===== config.mk =====
export PLATFORM = sky130hd
export DESIGN_NAME = wlmc_pos
export DESIGN_NICKNAME = d
export VERILOG_FILES = /design/src/wlmc_pkg.sv /design/src/wlmc_pos.sv
export SDC_FILE = /design/constraint.sdc
export NUM_CORES = 1
export LEC_CHECK = 0
export BUFFER_PORTS_ARGS = -buffer_cell sky130_fd_sc_hd__buf_2
export CORE_UTILIZATION = 55
export CTS_CLUSTER_DIAMETER = 50
export DETAILED_ROUTE_END_ITERATION = 8
export PLACE_DENSITY = 0.75
export SYNTH_ARGS = -nofsm -noshare
export SYNTH_HDL_FRONTEND = slang
export SYNTH_SLANG_ARGS = --single-unit

===== constraint.sdc =====
create_clock -name clk_i -period 12.8 [get_ports clk_i]
set_clock_uncertainty 0.15 [all_clocks]
set_input_delay 2.56 -clock clk_i [delete_from_list [all_inputs] [get_ports clk_i]]
set_output_delay 2.56 -clock clk_i [all_outputs]
set_load 0.05 [all_outputs]

===== src/wlmc_pkg.sv =====
// package for the window local-max corner detector
// types, sizes, register indexes and small helpers shared by all wlmc modules
// no dependencies
`default_nettype none

package wlmc_pkg;

  // window geometry
  localparam int unsigned RANGE      = 3;
  localparam int unsigned WIN        = 2 * RANGE + 1;
  localparam int unsigned MAX_WIDTH  = 2048;
  localparam int unsigned MAX_HEIGHT = 2048;

  // field and counter widths
  localparam int unsigned PIX_W      = 8;
  localparam int unsigned COORD_W    = 11;
  localparam int unsigned SIZE_W     = 12;
  localparam int unsigned CFG_DATA_W = 12;
  localparam int unsigned CFG_IDX_W  = 2;
  localparam int unsigned COL_W      = $clog2(MAX_WIDTH);
  localparam int unsigned ROW_W      = $clog2(MAX_HEIGHT);
  localparam int unsigned SLOT_W     = $clog2(WIN);
  localparam int unsigned WORD_W     = WIN * PIX_W;

  // register indexes
  localparam logic [CFG_IDX_W-1:0] CFG_IMAGE_WIDTH  = 2'd0;
  localparam logic [CFG_IDX_W-1:0] CFG_IMAGE_HEIGHT = 2'd1;
  localparam logic [CFG_IDX_W-1:0] CFG_MIN_RESPONSE = 2'd2;

  // register reset values
  localparam logic [SIZE_W-1:0] RST_IMAGE_WIDTH  = 12'd1024;
  localparam logic [SIZE_W-1:0] RST_IMAGE_HEIGHT = 12'd1024;
  localparam logic [PIX_W-1:0]  RST_MIN_RESPONSE = 8'd100;

  typedef logic [PIX_W-1:0]  pix_t;
  typedef logic [SLOT_W-1:0] slot_t;
  typedef logic [WORD_W-1:0] word_t;

  // position of one beat after counter adjustment
  typedef struct packed {
    logic             test;
    logic [COL_W-1:0] col;
    logic [ROW_W-1:0] row;
    slot_t            slot;
  } meta_t;

  // one detected corner
  typedef struct packed {
    logic [COORD_W-1:0] col;
    logic [COORD_W-1:0] row;
    pix_t               value;
  } hit_t;

  // zero counts as one, anything above the maximum is the maximum
  function automatic logic [31:0] clamp_size(logic [SIZE_W-1:0] v, int unsigned mx);
    logic [31:0] r;
    r = 32'(v);
    if (v == '0) begin
      r = 32'd1;
    end else if (32'(v) > mx) begin
      r = mx;
    end
    return r;
  endfunction

  // row slot advance, modulo the window height
  function automatic slot_t slot_inc(slot_t s);
    slot_t r;
    r = (s == SLOT_W'(WIN - 1)) ? '0 : s + SLOT_W'(1);
    return r;
  endfunction

  // slot of the row RANGE above the given one
  function automatic slot_t slot_center(slot_t s);
    logic [SLOT_W:0] t;
    t = {1'b0, s} + (SLOT_W + 1)'(WIN - RANGE);
    if (t >= (SLOT_W + 1)'(WIN)) begin
      t = t - (SLOT_W + 1)'(WIN);
    end
    return t[SLOT_W-1:0];
  endfunction

endpackage

`default_nettype wire


===== src/wlmc_pos.sv =====
// configuration registers and raster position counters
// gives column, row, row slot and window test flag of each accepted beat
// depends on wlmc_pkg
`default_nettype none

module wlmc_pos (
  input  logic                             clk_i,
  input  logic                             rst_ni,
  input  logic                             cfg_we_i,
  input  logic [wlmc_pkg::CFG_IDX_W-1:0]   cfg_index_i,
  input  logic [wlmc_pkg::CFG_DATA_W-1:0]  cfg_data_i,
  input  logic                             accept_i,
  input  logic                             start_of_frame_i,
  output wlmc_pkg::meta_t                  beat_o,
  output wlmc_pkg::pix_t                   min_response_o
);
  import wlmc_pkg::*;

  logic [SIZE_W-1:0] width_q, height_q;
  pix_t              min_q;
  logic [COL_W-1:0]  col_q, col_d;
  logic [ROW_W-1:0]  row_q, row_d;
  slot_t             slot_q, slot_d;

  logic [31:0]       w_full, h_full;
  logic [COL_W:0]    w_eff, c0, c1, c3;
  logic [ROW_W:0]    h_eff, r0, r1, r3;
  logic [COL_W-1:0]  c2;
  logic [ROW_W-1:0]  r2;
  slot_t             s0, s1, s2;

  // effective frame size
  assign w_full = clamp_size(width_q, MAX_WIDTH);
  assign h_full = clamp_size(height_q, MAX_HEIGHT);
  assign w_eff  = w_full[COL_W:0];
  assign h_eff  = h_full[ROW_W:0];

  // position of this beat, then position of the next one
  always_comb begin
    c0 = start_of_frame_i ? '0 : {1'b0, col_q};
    r0 = start_of_frame_i ? '0 : {1'b0, row_q};
    s0 = start_of_frame_i ? '0 : slot_q;

    if (c0 >= w_eff) begin
      c1 = '0;
      r1 = r0 + (ROW_W + 1)'(1);
      s1 = slot_inc(s0);
    end else begin
      c1 = c0;
      r1 = r0;
      s1 = s0;
    end
    c2 = c1[COL_W-1:0];

    if (r1 >= h_eff) begin
      r2 = '0;
      s2 = '0;
    end else begin
      r2 = r1[ROW_W-1:0];
      s2 = s1;
    end

    beat_o.test = (c2 >= COL_W'(2 * RANGE)) && (r2 >= ROW_W'(2 * RANGE));
    beat_o.col  = c2;
    beat_o.row  = r2;
    beat_o.slot = s2;

    c3 = {1'b0, c2} + (COL_W + 1)'(1);
    r3 = {1'b0, r2} + (ROW_W + 1)'(1);
    if (c3 >= w_eff) begin
      col_d = '0;
      if (r3 >= h_eff) begin
        row_d  = '0;
        slot_d = '0;
      end else begin
        row_d  = r3[ROW_W-1:0];
        slot_d = slot_inc(s2);
      end
    end else begin
      col_d  = c3[COL_W-1:0];
      row_d  = r2;
      slot_d = s2;
    end
  end

  // register writes
  always_ff @(posedge clk_i or negedge rst_ni) begin
    if (!rst_ni) begin
      width_q  <= RST_IMAGE_WIDTH;
      height_q <= RST_IMAGE_HEIGHT;
      min_q    <= RST_MIN_RESPONSE;
    end else if (cfg_we_i) begin
      case (cfg_index_i)
        CFG_IMAGE_WIDTH:  width_q  <= cfg_data_i[SIZE_W-1:0];
        CFG_IMAGE_HEIGHT: height_q <= cfg_data_i[SIZE_W-1:0];
        CFG_MIN_RESPONSE: min_q    <= cfg_data_i[PIX_W-1:0];
        default: ;
      endcase
    end
  end

  // position counters
  always_ff @(posedge clk_i or negedge rst_ni) begin
    if (!rst_ni) begin
      col_q  <= '0;
      row_q  <= '0;
      slot_q <= '0;
    end else if (accept_i) begin
      col_q  <= col_d;
      row_q  <= row_d;
      slot_q <= slot_d;
    end
  end

  assign min_response_o = min_q;

endmodule

`default_nettype wire


-- Word-level counts from Yosys, hierarchy flattened
Cells that the tools add are included.
- flip-flop bits (word level): 57
- input port bits: 19
- output and inout bits: 34
- word-level logic and storage cells: 49
- $add $sub $neg: 5
- magnitude comparators: 8
- equality and inequality tests: 4
- muxes and demuxes: 19
- reduce and logical (&&, ||, !) cells: 7
- operators by type and width (cell ; count):
    11-bit 2-to-1 mux ; 7
    12-bit 2-to-1 mux ; 5
    11-bit by 1-bit adder with 12-bit output, second input constant ; 3
    12-bit >= comparator ; 3
    12-bit > comparator, second input constant ; 2
    12-bit logical NOT ; 2
    11-bit by 3-bit >= comparator with 1-bit output, second input constant ; 2
    3-bit 2-to-1 mux ; 7
    11-bit by 12-bit >= comparator with 1-bit output ; 1
    3-bit by 1-bit adder with 3-bit output, second input constant ; 2
    3-bit equality test, second input constant ; 2
    2-bit AND reduction ; 3
    2-bit by 1-bit equality test with 1-bit output, second input constant ; 1
    2-bit equality test, second input constant ; 1
    2-bit logical NOT ; 1
    1-bit logical AND ; 1

-- Depth between registers and ports, before layout
- depth in word-level cells: 11
- depth in mapped cells: 32
- mapped depth without buffers: 29

-- Worst setup path before layout
Ideal clock, no wire load.
- kind: input to output
- from: input port start_of_frame_i
- to: output port beat_o[25] (netlist bit)
- data arrival time: 8.577 ns
- data required time: 10.090 ns
- slack: 1.513 ns
- stages on the path: 21
- buffers on the path: 4
- cell sequence: clkbuf_1 > clkbuf_8 > clkbuf_1 > nor2b_1 > ha_1 > nand4b_4 > or3_4 > nor3_1 > buf_4 > o21ai_0 > xnor2_1 > ha_1 > a211o_1 > a31oi_1 > o221ai_1 > a21o_2 > a21oi_1 > ha_1 > o211a_1 > nor3_1 > a31oi_1
- RTL lines (item ; line ; source):
    from (decl) ; wlmc_pos.sv:13 ; input logic start_of_frame_i,
    to (decl) ; wlmc_pos.sv:14 ; output wlmc_pkg::meta_t beat_o,

==> out/results.ini <==
[timing]
period_needed_ns=11.25
slew_viol_final=0
slew-limit-headroom=0.278
min_period_over_period=0.879
hold_violations=0
rsz0062_at_grt=no
max_freq_mhz=88.9
fin_tns_setup_ns=0
setup_viol=0
worstMarginPinSlew_ns=1.07

[worst_setup_path]
worstPathCellList=buf_2 > clkinv_1 > nand2_1 > inv_1 > ha_1 > a21oi_1 > o32ai_1 > nor2_1 > nand2_1 > xnor2_1 > ha_1 > nand2b_1 > a31oi_1 > o221ai_1 > a21o_2 > nor2_1 > inv_1 > ha_1 > o211a_1 > nor3_1 > a31oi_1 > buf_2
cp_num_buf_inv=5
worstPathMaxFanout=29
cp.required_ns=10.09
startpoint_type=input port
path_class=input port to output pin
cp_slowest_cell=nand2_1
cp.arrival_ns=8.54
critPathMaxStageDelay_ns=0.57
crit_family=simple AND/OR/NAND/NOR gates
cp_common_cell=ha_1
worst_setup_path_end_kind=output pin

[grt]
grt_max_degree=58
grt_pass1_wl_mm=23.9
grt_pass1_vias=4525
overflow=0
grt_antenna_before_repair=0
grtUsageTotal=0.323

[detailed_routing]
drtIter0Drc=431
wl_per_cell_um=20.7
vias=4648
routed_via_density=6.56
drc=0
routed_wl_mm=14.7
firstDrtPassIters=5
final_antenna_net_count=0

[synth]
yosysTopAreaCellShare=0.264
avgSynthCellArea_um2=8.89
ys_types=75
synth_seq_cells=57
synth_edf_count=0
syn_area_um2=4920
ys_seq_area_frac=0.291
syn_inst=554
ys_async_sr_fraction=1.00
yosys_warnings=0
synth_nets=625
synthTopCellsByArea=dfrtp_1 (26%), ha_1 (13%), mux2_2 (7.3%), nand2_1 (4.9%), nor2_1 (3.7%)
yosys.area.top_type=dfrtp_1
synth-main-ff-cell=dfrtp_1

[die]
die_h_um=96.6
core.rowCount=34
initial_core_util=0.567
die_area_um2=9340
core_um2=8680
die_w_um=96.6
io_pins=53

[clocking]
clkLatencyLatePin_ns=0.36
ctsResizeCount=0
cts_tree=done
clock-sinks=57
clk_pin_slew_ns=0.07
post_cts_buffers=0
htreeDepth=3
cts_root_buffer=clkbuf_8
cts_made_buffers=9
clockBufferDepth=2
cts_hold_buf=0

[placed_design]
port_buffers=52
gp_congestion=0.958
dp_hpwl_mm=10.8
placed_cells=693

[hold_path]
hold_class=register to register

[layout]
n_antenna_cell=0
nets=667
drive_gt1_frac=0.221
fillers=781
area_delta_synth_final_pct=10.0
post-route-util=0.624
instances_no_fill=709

[pwr]
vdd_ir_drop_max_mv=0.139
p_per_area_nw_per_um2=146
p_leak_uw=0.00248

[flow_run]
max_cap_viol_count=0

[status]
status=finished, final reports clean

==> cell families (layout without fill, tap and decap cells) <==
| logic type | after synthesis | after routing | share of synthesized area |
|---|---|---|---|
| DFF | 57 | 57 | 0.291 |
| muxes | 34 | 34 | 0.0772 |
| AOI/OAI and AO/OA | 131 | 131 | 0.190 |
| xor gates and xnor gates | 23 | 23 | 0.0409 |
| and+or+nand+nor | 213 | 213 | 0.226 |
| buffers and inverters | 44 | 91 | 0.0422 |
| adders and majority gates | 52 | 52 | 0.132 |
==> cell type report <==
class | count | area, um^2 | area share
multi-input cells | 453 | 3280 | 0.606
repair buffers | 57 | 298 | 0.0550
flip-flops and latches | 57 | 1430 | 0.264
inverters | 18 | 67.6 | 0.0125
clock inverters | 7 | 77.6 | 0.0143
well taps | 108 | 135 | 0.0249
clock buffers | 9 | 124 | 0.0229
==> registers in the layout, indices dropped and copies added (netlist names) <==
register	count
row_q	11
height_q	12
slot_q	3
min_response_o	8
col_q	11
width_q	12
==> cell usage in the layout (no fill, tap or decap), types with 7 or more instances in the layout <==
cell type	n
nor2_1	49
clkbuf_8	9
a211oi_1	10
nand3_1	13
ha_1	52
xor2_1	14
dfrtp_1	52
nor4_1	7
nor3_1	14
inv_1	17
nor2b_1	12
a22o_1	8
a31oi_1	11
a21oi_1	26
mux2_2	32
nand2_1	64
o21ai_0	25
xnor2_1	9
buf_2	52
==> power by group <==
group / total, uW / internal (uW) / leakage [uW] / switching, uW
combinational: 357 / 124 / 0.00169 / 233
sequential: 249 / 214 / 0.000691 / 34.6
clock: 184 / 91.6 / 0.000100 / 92.6
==> metal layers <==
metal	track usage	part of all wire	vias up
met5	0	0	-
met4	0.110	0.024	0
met3	0.0643	0.076	41
met2	0.524	0.47	233
met1	0.430	0.43	2237
li1	-	-	2137
==> through the flow <==
stage | hold slack (ns) | worst slack, ns | power, uW | cell area, um^2
5_1_grt | 0.374 | 1.08 | 834 | 5420
3_3_place_gp | 0.335 | 2.09 | 589 | 5220
3_5_place_dp | 0.343 | 1.73 | 601 | 5220
6_report | 0.362 | 1.55 | 790 | 5420
4_1_cts | 0.363 | 1.71 | 786 | 5420
2_1_floorplan | 0.308 | 1.51 | 509 | 4920
==> Yosys cell counts, types with 5 or more instances <==
| cell | instances |
|---|---|
| a211oi_1 | 10 |
| a21oi_1 | 26 |
| a22o_1 | 8 |
| a31oi_1 | 11 |
| and2_1 | 6 |
| clkbuf_1 | 19 |
| dfrtp_1 | 52 |
| dfstp_2 | 5 |
| ha_1 | 52 |
| inv_1 | 17 |
| mux2_2 | 32 |
| nand2_1 | 64 |
| nand3_1 | 13 |
| nand3b_1 | 5 |
| nand4_1 | 6 |
| nor2_1 | 49 |
| nor2b_1 | 12 |
| nor3_1 | 14 |
| nor4_1 | 7 |
| o211ai_1 | 5 |
| o21ai_0 | 25 |
| or4_1 | 5 |
| xnor2_1 | 9 |
| xor2_1 | 14 |
==> path summary, 6_finish.rpt <==
path / cells after the start / end / start / slack, ns
worst max-delay path: 22 / beat_o[25] / start_of_frame_i / 1.55
worst min-delay path: 1 / min_response_o[3]$_DFFE_PN0P_ / min_response_o[3]$_DFFE_PN0P_ / 0.36
worst max register to register: 25 / slot_q[2]$_DFFE_PN0P_ / width_q[11]$_DFFE_PN0P_ / 4.76
min in group asynchronous: 2 / row_q[0]$_DFFE_PN0P_ / rst_ni / 2.18
max in group asynchronous: 2 / min_response_o[7]$_DFFE_PN0P_ / rst_ni / 9.80
worst min register to register: 1 / min_response_o[3]$_DFFE_PN0P_ / min_response_o[3]$_DFFE_PN0P_ / 0.36
(Power assumes the default switching activity.)
