--- src/wlmc_pkg.sv ---
// package for the window local-max corner detector
// types, sizes, register indexes and small helpers shared by all wlmc modules
// no dependencies
`default_nettype none

package wlmc_pkg;

  // window geometry
  localparam int unsigned RANGE      = 3;
  localparam int unsigned WIN        = 2 * RANGE + 1;
  localparam int unsigned MAX_WIDTH  = 2048;
  localparam int unsigned MAX_HEIGHT = 2048;

  // field and counter widths
  localparam int unsigned PIX_W      = 8;
  localparam int unsigned COORD_W    = 11;
  localparam int unsigned SIZE_W     = 12;
  localparam int unsigned CFG_DATA_W = 12;
  localparam int unsigned CFG_IDX_W  = 2;
  localparam int unsigned COL_W      = $clog2(MAX_WIDTH);
  localparam int unsigned ROW_W      = $clog2(MAX_HEIGHT);
  localparam int unsigned SLOT_W     = $clog2(WIN);
  localparam int unsigned WORD_W     = WIN * PIX_W;

  // register indexes
  localparam logic [CFG_IDX_W-1:0] CFG_IMAGE_WIDTH  = 2'd0;
  localparam logic [CFG_IDX_W-1:0] CFG_IMAGE_HEIGHT = 2'd1;
  localparam logic [CFG_IDX_W-1:0] CFG_MIN_RESPONSE = 2'd2;

  // register reset values
  localparam logic [SIZE_W-1:0] RST_IMAGE_WIDTH  = 12'd1024;
  localparam logic [SIZE_W-1:0] RST_IMAGE_HEIGHT = 12'd1024;
  localparam logic [PIX_W-1:0]  RST_MIN_RESPONSE = 8'd100;

  typedef logic [PIX_W-1:0]  pix_t;
  typedef logic [SLOT_W-1:0] slot_t;
  typedef logic [WORD_W-1:0] word_t;

  // position of one beat after counter adjustment
  typedef struct packed {
    logic             test;
    logic [COL_W-1:0] col;
    logic [ROW_W-1:0] row;
    slot_t            slot;
  } meta_t;

  // one detected corner
  typedef struct packed {
    logic [COORD_W-1:0] col;
    logic [COORD_W-1:0] row;
    pix_t               value;
  } hit_t;

  // zero counts as one, anything above the maximum is the maximum
  function automatic logic [31:0] clamp_size(logic [SIZE_W-1:0] v, int unsigned mx);
    logic [31:0] r;
    r = 32'(v);
    if (v == '0) begin
      r = 32'd1;
    end else if (32'(v) > mx) begin
      r = mx;
    end
    return r;
  endfunction

  // row slot advance, modulo the window height
  function automatic slot_t slot_inc(slot_t s);
    slot_t r;
    r = (s == SLOT_W'(WIN - 1)) ? '0 : s + SLOT_W'(1);
    return r;
  endfunction

  // slot of the row RANGE above the given one
  function automatic slot_t slot_center(slot_t s);
    logic [SLOT_W:0] t;
    t = {1'b0, s} + (SLOT_W + 1)'(WIN - RANGE);
    if (t >= (SLOT_W + 1)'(WIN)) begin
      t = t - (SLOT_W + 1)'(WIN);
    end
    return t[SLOT_W-1:0];
  endfunction

endpackage

`default_nettype wire

--- src/wlmc_window.sv ---
// window stage: per-column max/min shift line and center column words
// reduces the window and decides whether the center is a corner
// depends on wlmc_pkg
`default_nettype none

module wlmc_window (
  input  logic            clk_i,
  input  logic            rst_ni,
  input  logic            adv_i,
  input  logic            s1_valid_i,
  input  wlmc_pkg::meta_t s1_meta_i,
  input  wlmc_pkg::word_t word_i,
  input  wlmc_pkg::pix_t  min_response_i,
  output logic            hit_valid_o,
  output wlmc_pkg::hit_t  hit_o
);
  import wlmc_pkg::*;

  pix_t  cmax_q [WIN];
  pix_t  cmin_q [WIN];
  word_t cword_q [RANGE + 1];
  logic  s2_valid_q;
  meta_t s2_meta_q;

  pix_t  colmax, colmin;
  pix_t  wmax, wmin, center;
  slot_t cslot;
  logic  shift;

  assign shift = adv_i && s1_valid_i;

  // max and min of the incoming column
  always_comb begin
    colmax = word_i[PIX_W-1:0];
    colmin = word_i[PIX_W-1:0];
    for (int b = 1; b < WIN; b++) begin
      if (word_i[b*PIX_W +: PIX_W] > colmax) colmax = word_i[b*PIX_W +: PIX_W];
      if (word_i[b*PIX_W +: PIX_W] < colmin) colmin = word_i[b*PIX_W +: PIX_W];
    end
  end

  // column shift line
  always_ff @(posedge clk_i) begin
    if (shift) begin
      cmax_q[0]  <= colmax;
      cmin_q[0]  <= colmin;
      cword_q[0] <= word_i;
      s2_meta_q  <= s1_meta_i;
      for (int k = 1; k < WIN; k++) begin
        cmax_q[k] <= cmax_q[k-1];
        cmin_q[k] <= cmin_q[k-1];
      end
      for (int k = 1; k <= RANGE; k++) begin
        cword_q[k] <= cword_q[k-1];
      end
    end
  end

  // stage valid
  always_ff @(posedge clk_i or negedge rst_ni) begin
    if (!rst_ni) begin
      s2_valid_q <= 1'b0;
    end else if (adv_i) begin
      s2_valid_q <= s1_valid_i;
    end
  end

  // window reduction and center pick
  always_comb begin
    wmax = cmax_q[0];
    wmin = cmin_q[0];
    for (int k = 1; k < WIN; k++) begin
      if (cmax_q[k] > wmax) wmax = cmax_q[k];
      if (cmin_q[k] < wmin) wmin = cmin_q[k];
    end
    cslot  = slot_center(s2_meta_q.slot);
    center = '0;
    for (int b = 0; b < WIN; b++) begin
      if (cslot == SLOT_W'(b)) begin
        center = cword_q[RANGE][b*PIX_W +: PIX_W];
      end
    end
  end

  // center must be the window max, at or above threshold, and window not flat
  assign hit_valid_o = s2_valid_q && s2_meta_q.test && (center >= min_response_i) &&
                       (wmax == center) && (wmin != center);
  assign hit_o.col   = COORD_W'(s2_meta_q.col - COL_W'(RANGE));
  assign hit_o.row   = COORD_W'(s2_meta_q.row - ROW_W'(RANGE));
  assign hit_o.value = center;

endmodule

`default_nettype wire

--- config.mk ---
export PLATFORM = sky130hd
export DESIGN_NAME = wlmc_window
export DESIGN_NICKNAME = d
export VERILOG_FILES = /design/src/wlmc_pkg.sv /design/src/wlmc_window.sv
export SDC_FILE = /design/constraint.sdc
export NUM_CORES = 1
export LEC_CHECK = 0
export BUFFER_PORTS_ARGS = -buffer_cell sky130_fd_sc_hd__buf_4
export CORE_ASPECT_RATIO = 1.2
export CORE_MARGIN = 2
export CORE_UTILIZATION = 42
export CTS_CLUSTER_DIAMETER = 200
export DETAILED_ROUTE_END_ITERATION = 8
export PLACE_DENSITY_LB_ADDON = 0.12
export SETUP_SLACK_MARGIN = 0.3
export SYNTH_ARGS = -nofsm -noshare
export SYNTH_HDL_FRONTEND = slang
export SYNTH_SLANG_ARGS = --single-unit
export TNS_END_PERCENT = 30
--- constraint.sdc ---
create_clock -name clk_i -period 20.5 [get_ports clk_i]
set_input_delay 1.025 -clock clk_i [delete_from_list [all_inputs] [get_ports clk_i]]
set_output_delay 1.025 -clock clk_i [all_outputs]
set_load 0.03 [all_outputs]
* Word-level counts from Yosys, hierarchy flattened
Memories as Yosys holds them, arrays and structs flattened.
Index checks and enable logic that the tools add are counted.
** Cells by class
- Equality and inequality tests :: 8
- $lt $le $gt $ge :: 26
- Muxes and demuxes :: 34
- Reductions and logical operators :: 6
- Add/subtract/negate cells :: 4
** Operators by type and width (number)
- 8-bit 2-to-1 mux :: 31
- 8-bit > comparator :: 12
- 8-bit < comparator :: 12
- 11-bit by 2-bit subtractor with 11-bit output (second input constant) :: 2
- 3-bit == test (second input constant) :: 3
- 8-bit == test :: 1
- 8-bit >= comparator :: 1
- 8-bit != test :: 1
- 3-bit by 2-bit == test with 1-bit output (second input constant) :: 2
- 1-bit logical AND :: 5
- 3-bit by 3-bit adder with 4-bit output (second input constant) :: 1
- 4-bit by 3-bit >= comparator with 1-bit output (second input constant) :: 1
- 3-bit by 1-bit == test with 1-bit output (second input constant) :: 1
- 3-bit logical NOT :: 1
- 3-bit 2-to-1 mux :: 1
- 3-bit subtractor (second input constant) :: 1
- 1-bit 2-to-1 mux :: 2
** Word-level totals
- Memory bits (writable) :: 336
- Register bits :: 27
- Bits of input ports :: 94
- Output and inout bits :: 31
- Logic and storage cells :: 86
- Memories kept :: 3
** Memories
- cword_q :: words 4, width 56, read ports 4, clocked after Yosys merged registers in 0, write ports 4, RTL line wlmc_window.sv:21 : word_t cword_q [RANGE + 1];
- cmax_q :: words 7, width 8, read ports 7, clocked after Yosys merged registers in 0, write ports 7, RTL line wlmc_window.sv:19 : pix_t cmax_q [WIN];
- cmin_q :: words 7, width 8, read ports 7, clocked after Yosys merged registers in 0, write ports 7, RTL line wlmc_window.sv:20 : pix_t cmin_q [WIN];

* Depth between registers and ports, before layout
- Depth after elaboration :: 15
- Depth in mapped cells :: 63
- Depth with buffers taken out :: 60

* Worst setup path before layout
No wires, ideal clock.
- Kind :: register -> output
- From :: mem cmax_q[1][1] in the netlist's numbering
- To :: out hit_valid_o
- Path slack :: 7711 ps
- Stages on the path, launching flop included :: 60
- Buffers on the path :: 4
- Arrival :: 11764 ps
- Cell sequence :: edfxtp_1 ha_1 nor2b_1 o21ai_2 a31oi_4 or2_1 nand2_1 mux2_2 ha_1 nand2_1 or4_1 o41a_1 and2_1 buf_6 mux2i_1 inv_1 ha_1 and4_1 (+24 left out) o21ai_0 inv_2 clkbuf_1 nor2_1 a21oi_1 ha_1 nor2b_1 o21a_1 o21ai_0 nand2b_1 a21oi_1 o21ai_0 o21ai_0 clkbuf_1 a31oi_1 a2111oi_0 nand4_1 a211oi_2
** RTL lines
- from (decl) :: RTL line wlmc_window.sv:19
- to (decl) :: RTL line wlmc_window.sv:14 : output logic hit_valid_o,

==> flow_metrics.env <==
export IMPL_firstDrtPassIters=5
export IMPL_die_area_um2=47800
export IMPL_ioPinCount=125
export IMPL_dp_hpwl_um=30700
export IMPL_r2r_worst_path_cells=0
export IMPL_grt_pass1_wl_um=65600
export IMPL_syn_instance_count=1533
export IMPL_grt_pass1_vias=12500
export IMPL_p_comb_frac=0.446
export IMPL_slowest_delay_ns=0.49
export IMPL_post_cts_resize_count=0
export IMPL_ys_top_cells_by_area="edfxtp_1 (56%), ha_1 (12%), mux2i_1 (3.8%)"
export IMPL_cp_max_fo=20
export IMPL_endpoint_kind="primary output"
export IMPL_reg2reg_to="cmax_q[4][2]"
export IMPL_vdd_ir_drop_max_mv=0.0653
export IMPL_grt_max_degree=94
export IMPL_reg2reg_setup_slack_ns=19.71
export IMPL_yosysTopAreaCell="edfxtp_1"
export IMPL_r2r_start="cmax_q[3][2]"
export IMPL_clock_sinks=363
export IMPL_slowest_stage="edfxtp_1"
export IMPL_rows=86
export IMPL_drcViolationCount=0
export IMPL_yosysMostFrequentCell="edfxtp_1"
export IMPL_yosys_warnings=0
export IMPL_root_buffer="clkbuf_16"
export IMPL_yosysTopAreaCellShare=0.562
export IMPL_synth_async_reset_ratio=0.00275
export IMPL_ys_types=82
export IMPL_min_period_ns=15.10
export IMPL_ys_seq_elements=363
export IMPL_port_buffers=124
export IMPL_coreArea_um2=45700
export IMPL_n_fill_cell=4058
export IMPL_die_x_um=200
export IMPL_via_per_inst=5.27
export IMPL_outcome="completed"
export IMPL_min_path_type="input port to asynchronous set/reset pin"
export IMPL_yosys_top_cells_count="edfxtp_1 (362), ha_1 (180), inv_1 (142)"
export IMPL_fin_crit_sh=0.736
export IMPL_setup_viol=0
export IMPL_max_freq_mhz=66.2
export IMPL_cp_start_kind="flop"
export IMPL_cts_buffers=36
export IMPL_synthesis_area_um2=19300
export IMPL_p_per_area_nw_per_um2=126
export IMPL_initial_core_util=0.423
export IMPL_timing_final_ws_setup_ns=5.40
export IMPL_clkTransAtPathRegs_ns=0.06
export IMPL_max_cap_violations=0
export IMPL_setup_tns_ns=0
export IMPL_seq_power_share=0.320
export IMPL_worstMarginPinSlew_ns=1.21
export IMPL_p_sw_frac=0.372
export IMPL_place_congestion=0.855
export IMPL_cts_setup_buffers=0
export IMPL_switchingPower_mw=1.04
export IMPL_slew_viol_final=0
export IMPL_overflow=0
export IMPL_drtIter0Drc=854
export IMPL_antenna_found_initial=0
export IMPL_p_leak_nw=9.00
export IMPL_nets=1961
export IMPL_drive_above_1_share=0.150
export IMPL_clk_latency_ns=0.54
export IMPL_routed_wirelength_um=40800
export IMPL_cp_data_required_time_ns=19.48
export IMPL_skew_ns=0.0148
export IMPL_synth_flop_cell="edfxtp_1"
export IMPL_crit_start="cmax_q[1][2]"
export IMPL_vias=12300
export IMPL_avgSynthCellArea_um2=12.6
export IMPL_pre_cts_ws_ns=5.86
export IMPL_fin_area_um2=22200
export IMPL_cts_tree="built"
export IMPL_area_growth_pct=14.9
export IMPL_max_slew_margin=0.185
export IMPL_post_dp_cell_area_um2=21100
export IMPL_synth_edf_count=362
export IMPL_rsz0062_at_grt="false"
export IMPL_finalHoldViolCount=0
export IMPL_syn_nets=1807
export IMPL_grt_usage=0.175
export IMPL_cts_hold_fix_buffers=0
export IMPL_endpoint="hit_valid_o"
export IMPL_crit_path_frequent_cell="o21ai_0"
export IMPL_n_antenna_cell=0
export IMPL_clock_path_buffers=3
export IMPL_routed_wire_length_per_instance_um=17.5
export IMPL_internal_power_mw=1.76
export IMPL_cp_arrival_ns=14.07
export IMPL_ctsHtreeMaxLevel=2
export IMPL_ys_seq_area_frac=0.564
export IMPL_antenna_left=0
export IMPL_clkPwrFrac=0.234
export IMPL_crit_type="flop to primary output"
export IMPL_die_h_um=239
-- critical path, delay by kind of cell, from the launching register on --
family	cells	cell delay [ns]
fa+ha+maj	6	1.68
buf+inv	4	0.62
flops	1	0.49
compound gates	27	6.36
mux	4	1.33
simple gates	17	3.02
-- cells in the final DEF (no fill, tap or decap), drive strengths merged, types with 7 or more instances in the layout --
| master | instances |
|---|---|
| edfxtp | 362 |
| ha | 180 |
| inv | 149 |
| buf | 139 |
| a21oi | 113 |
| nor2 | 89 |
| o21ai | 79 |
| mux2i | 73 |
| nand2 | 55 |
| clkbuf | 42 |
| a21o | 35 |
| mux2 | 27 |
| a211oi | 27 |
| o21a | 26 |
| nor3 | 24 |
| nand3 | 23 |
| nor2b | 21 |
| nand2b | 19 |
| xor2 | 19 |
| xnor2 | 19 |
| nand4 | 18 |
| clkinv | 14 |
| and3 | 13 |
| a31oi | 10 |
| o211ai | 9 |
| o22ai | 9 |
| nor4 | 8 |
| mux4 | 8 |
| a221oi | 8 |
| or2 | 8 |
| a2111oi | 7 |
-- how the worst min path moves through the flow --
stage / slack (ns) / to
3_3_place_gp: 0.40 / cword_q[1][13]
6_report: 0.26 / s2_valid_q
5_1_grt: 0.24 / s2_valid_q
3_5_place_dp: 0.40 / cword_q[1][0]
4_1_cts: 0.24 / s2_valid_q
2_1_floorplan: 0.40 / cword_q[1][0]
-- metrics by stage --
step | hold WS [ns] | utilization | total power [mW] | cells
floorplan | 0.400 | - | 1.88 | 1533
global placement | 0.401 | 0.460 | 2.14 | 2264
detailed placement | 0.405 | 0.460 | 2.16 | 2264
CTS | 0.237 | 0.486 | 2.83 | 2326
global route | 0.241 | 0.486 | 3.02 | 2327
finish | 0.259 | 0.486 | 2.80 | 2327
-- metal layers --
| metal | vias to the layer above | global-route usage | routed length [um] | share of wire |
|---|---|---|---|---|
| met1 | 5808 | 0.232 | 18400 | 0.45 |
| met4 | 0 | 0.0539 | 1030 | 0.025 |
| met2 | 247 | 0.301 | 20000 | 0.49 |
| met3 | 69 | 0.0192 | 1410 | 0.034 |
| met5 | - | 0 | 0 | 0 |
| li1 | 6130 | - | - | - |
-- area by class of cell --
cell class,instances,area (um^2),area share
clock buffer,42,923,0.0416
clock inverter,20,236,0.0106
inverter,147,552,0.0248
multi-input combinational,1000,7800,0.351
sequential,363,10900,0.490
tap,616,771,0.0347
timing repair buffer,139,1040,0.0470
-- registers in the layout (all words and copies together) (netlist names) --
| register | count |
|---|---|
| cmax_q | 56 |
| cmin_q | 56 |
| cword_q | 224 |
| s2_meta_q | 26 |
| s2_valid_q | 1 |
-- power by group through the flow --
stage / logic [mW] / registers, mW / clock network (mW)
2_1_floorplan: 0.965 / 0.913 / 0
3_3_place_gp: 1.23 / 0.911 / 0
3_5_place_dp: 1.25 / 0.912 / 0
4_1_cts: 1.26 / 0.896 / 0.674
5_1_grt: 1.42 / 0.900 / 0.699
6_report: 1.25 / 0.895 / 0.654
-- cell families after synthesis --
kind of cell / synth area share
muxes: 0.0630
xor gates and xnor gates: 0.0176
and+or+nand+nor: 0.0780
AOI/OAI and AO/OA: 0.127
buffers and inverters: 0.0340
adders and majority gates: 0.117
DFF: 0.564
(Power assumes the default switching activity.)
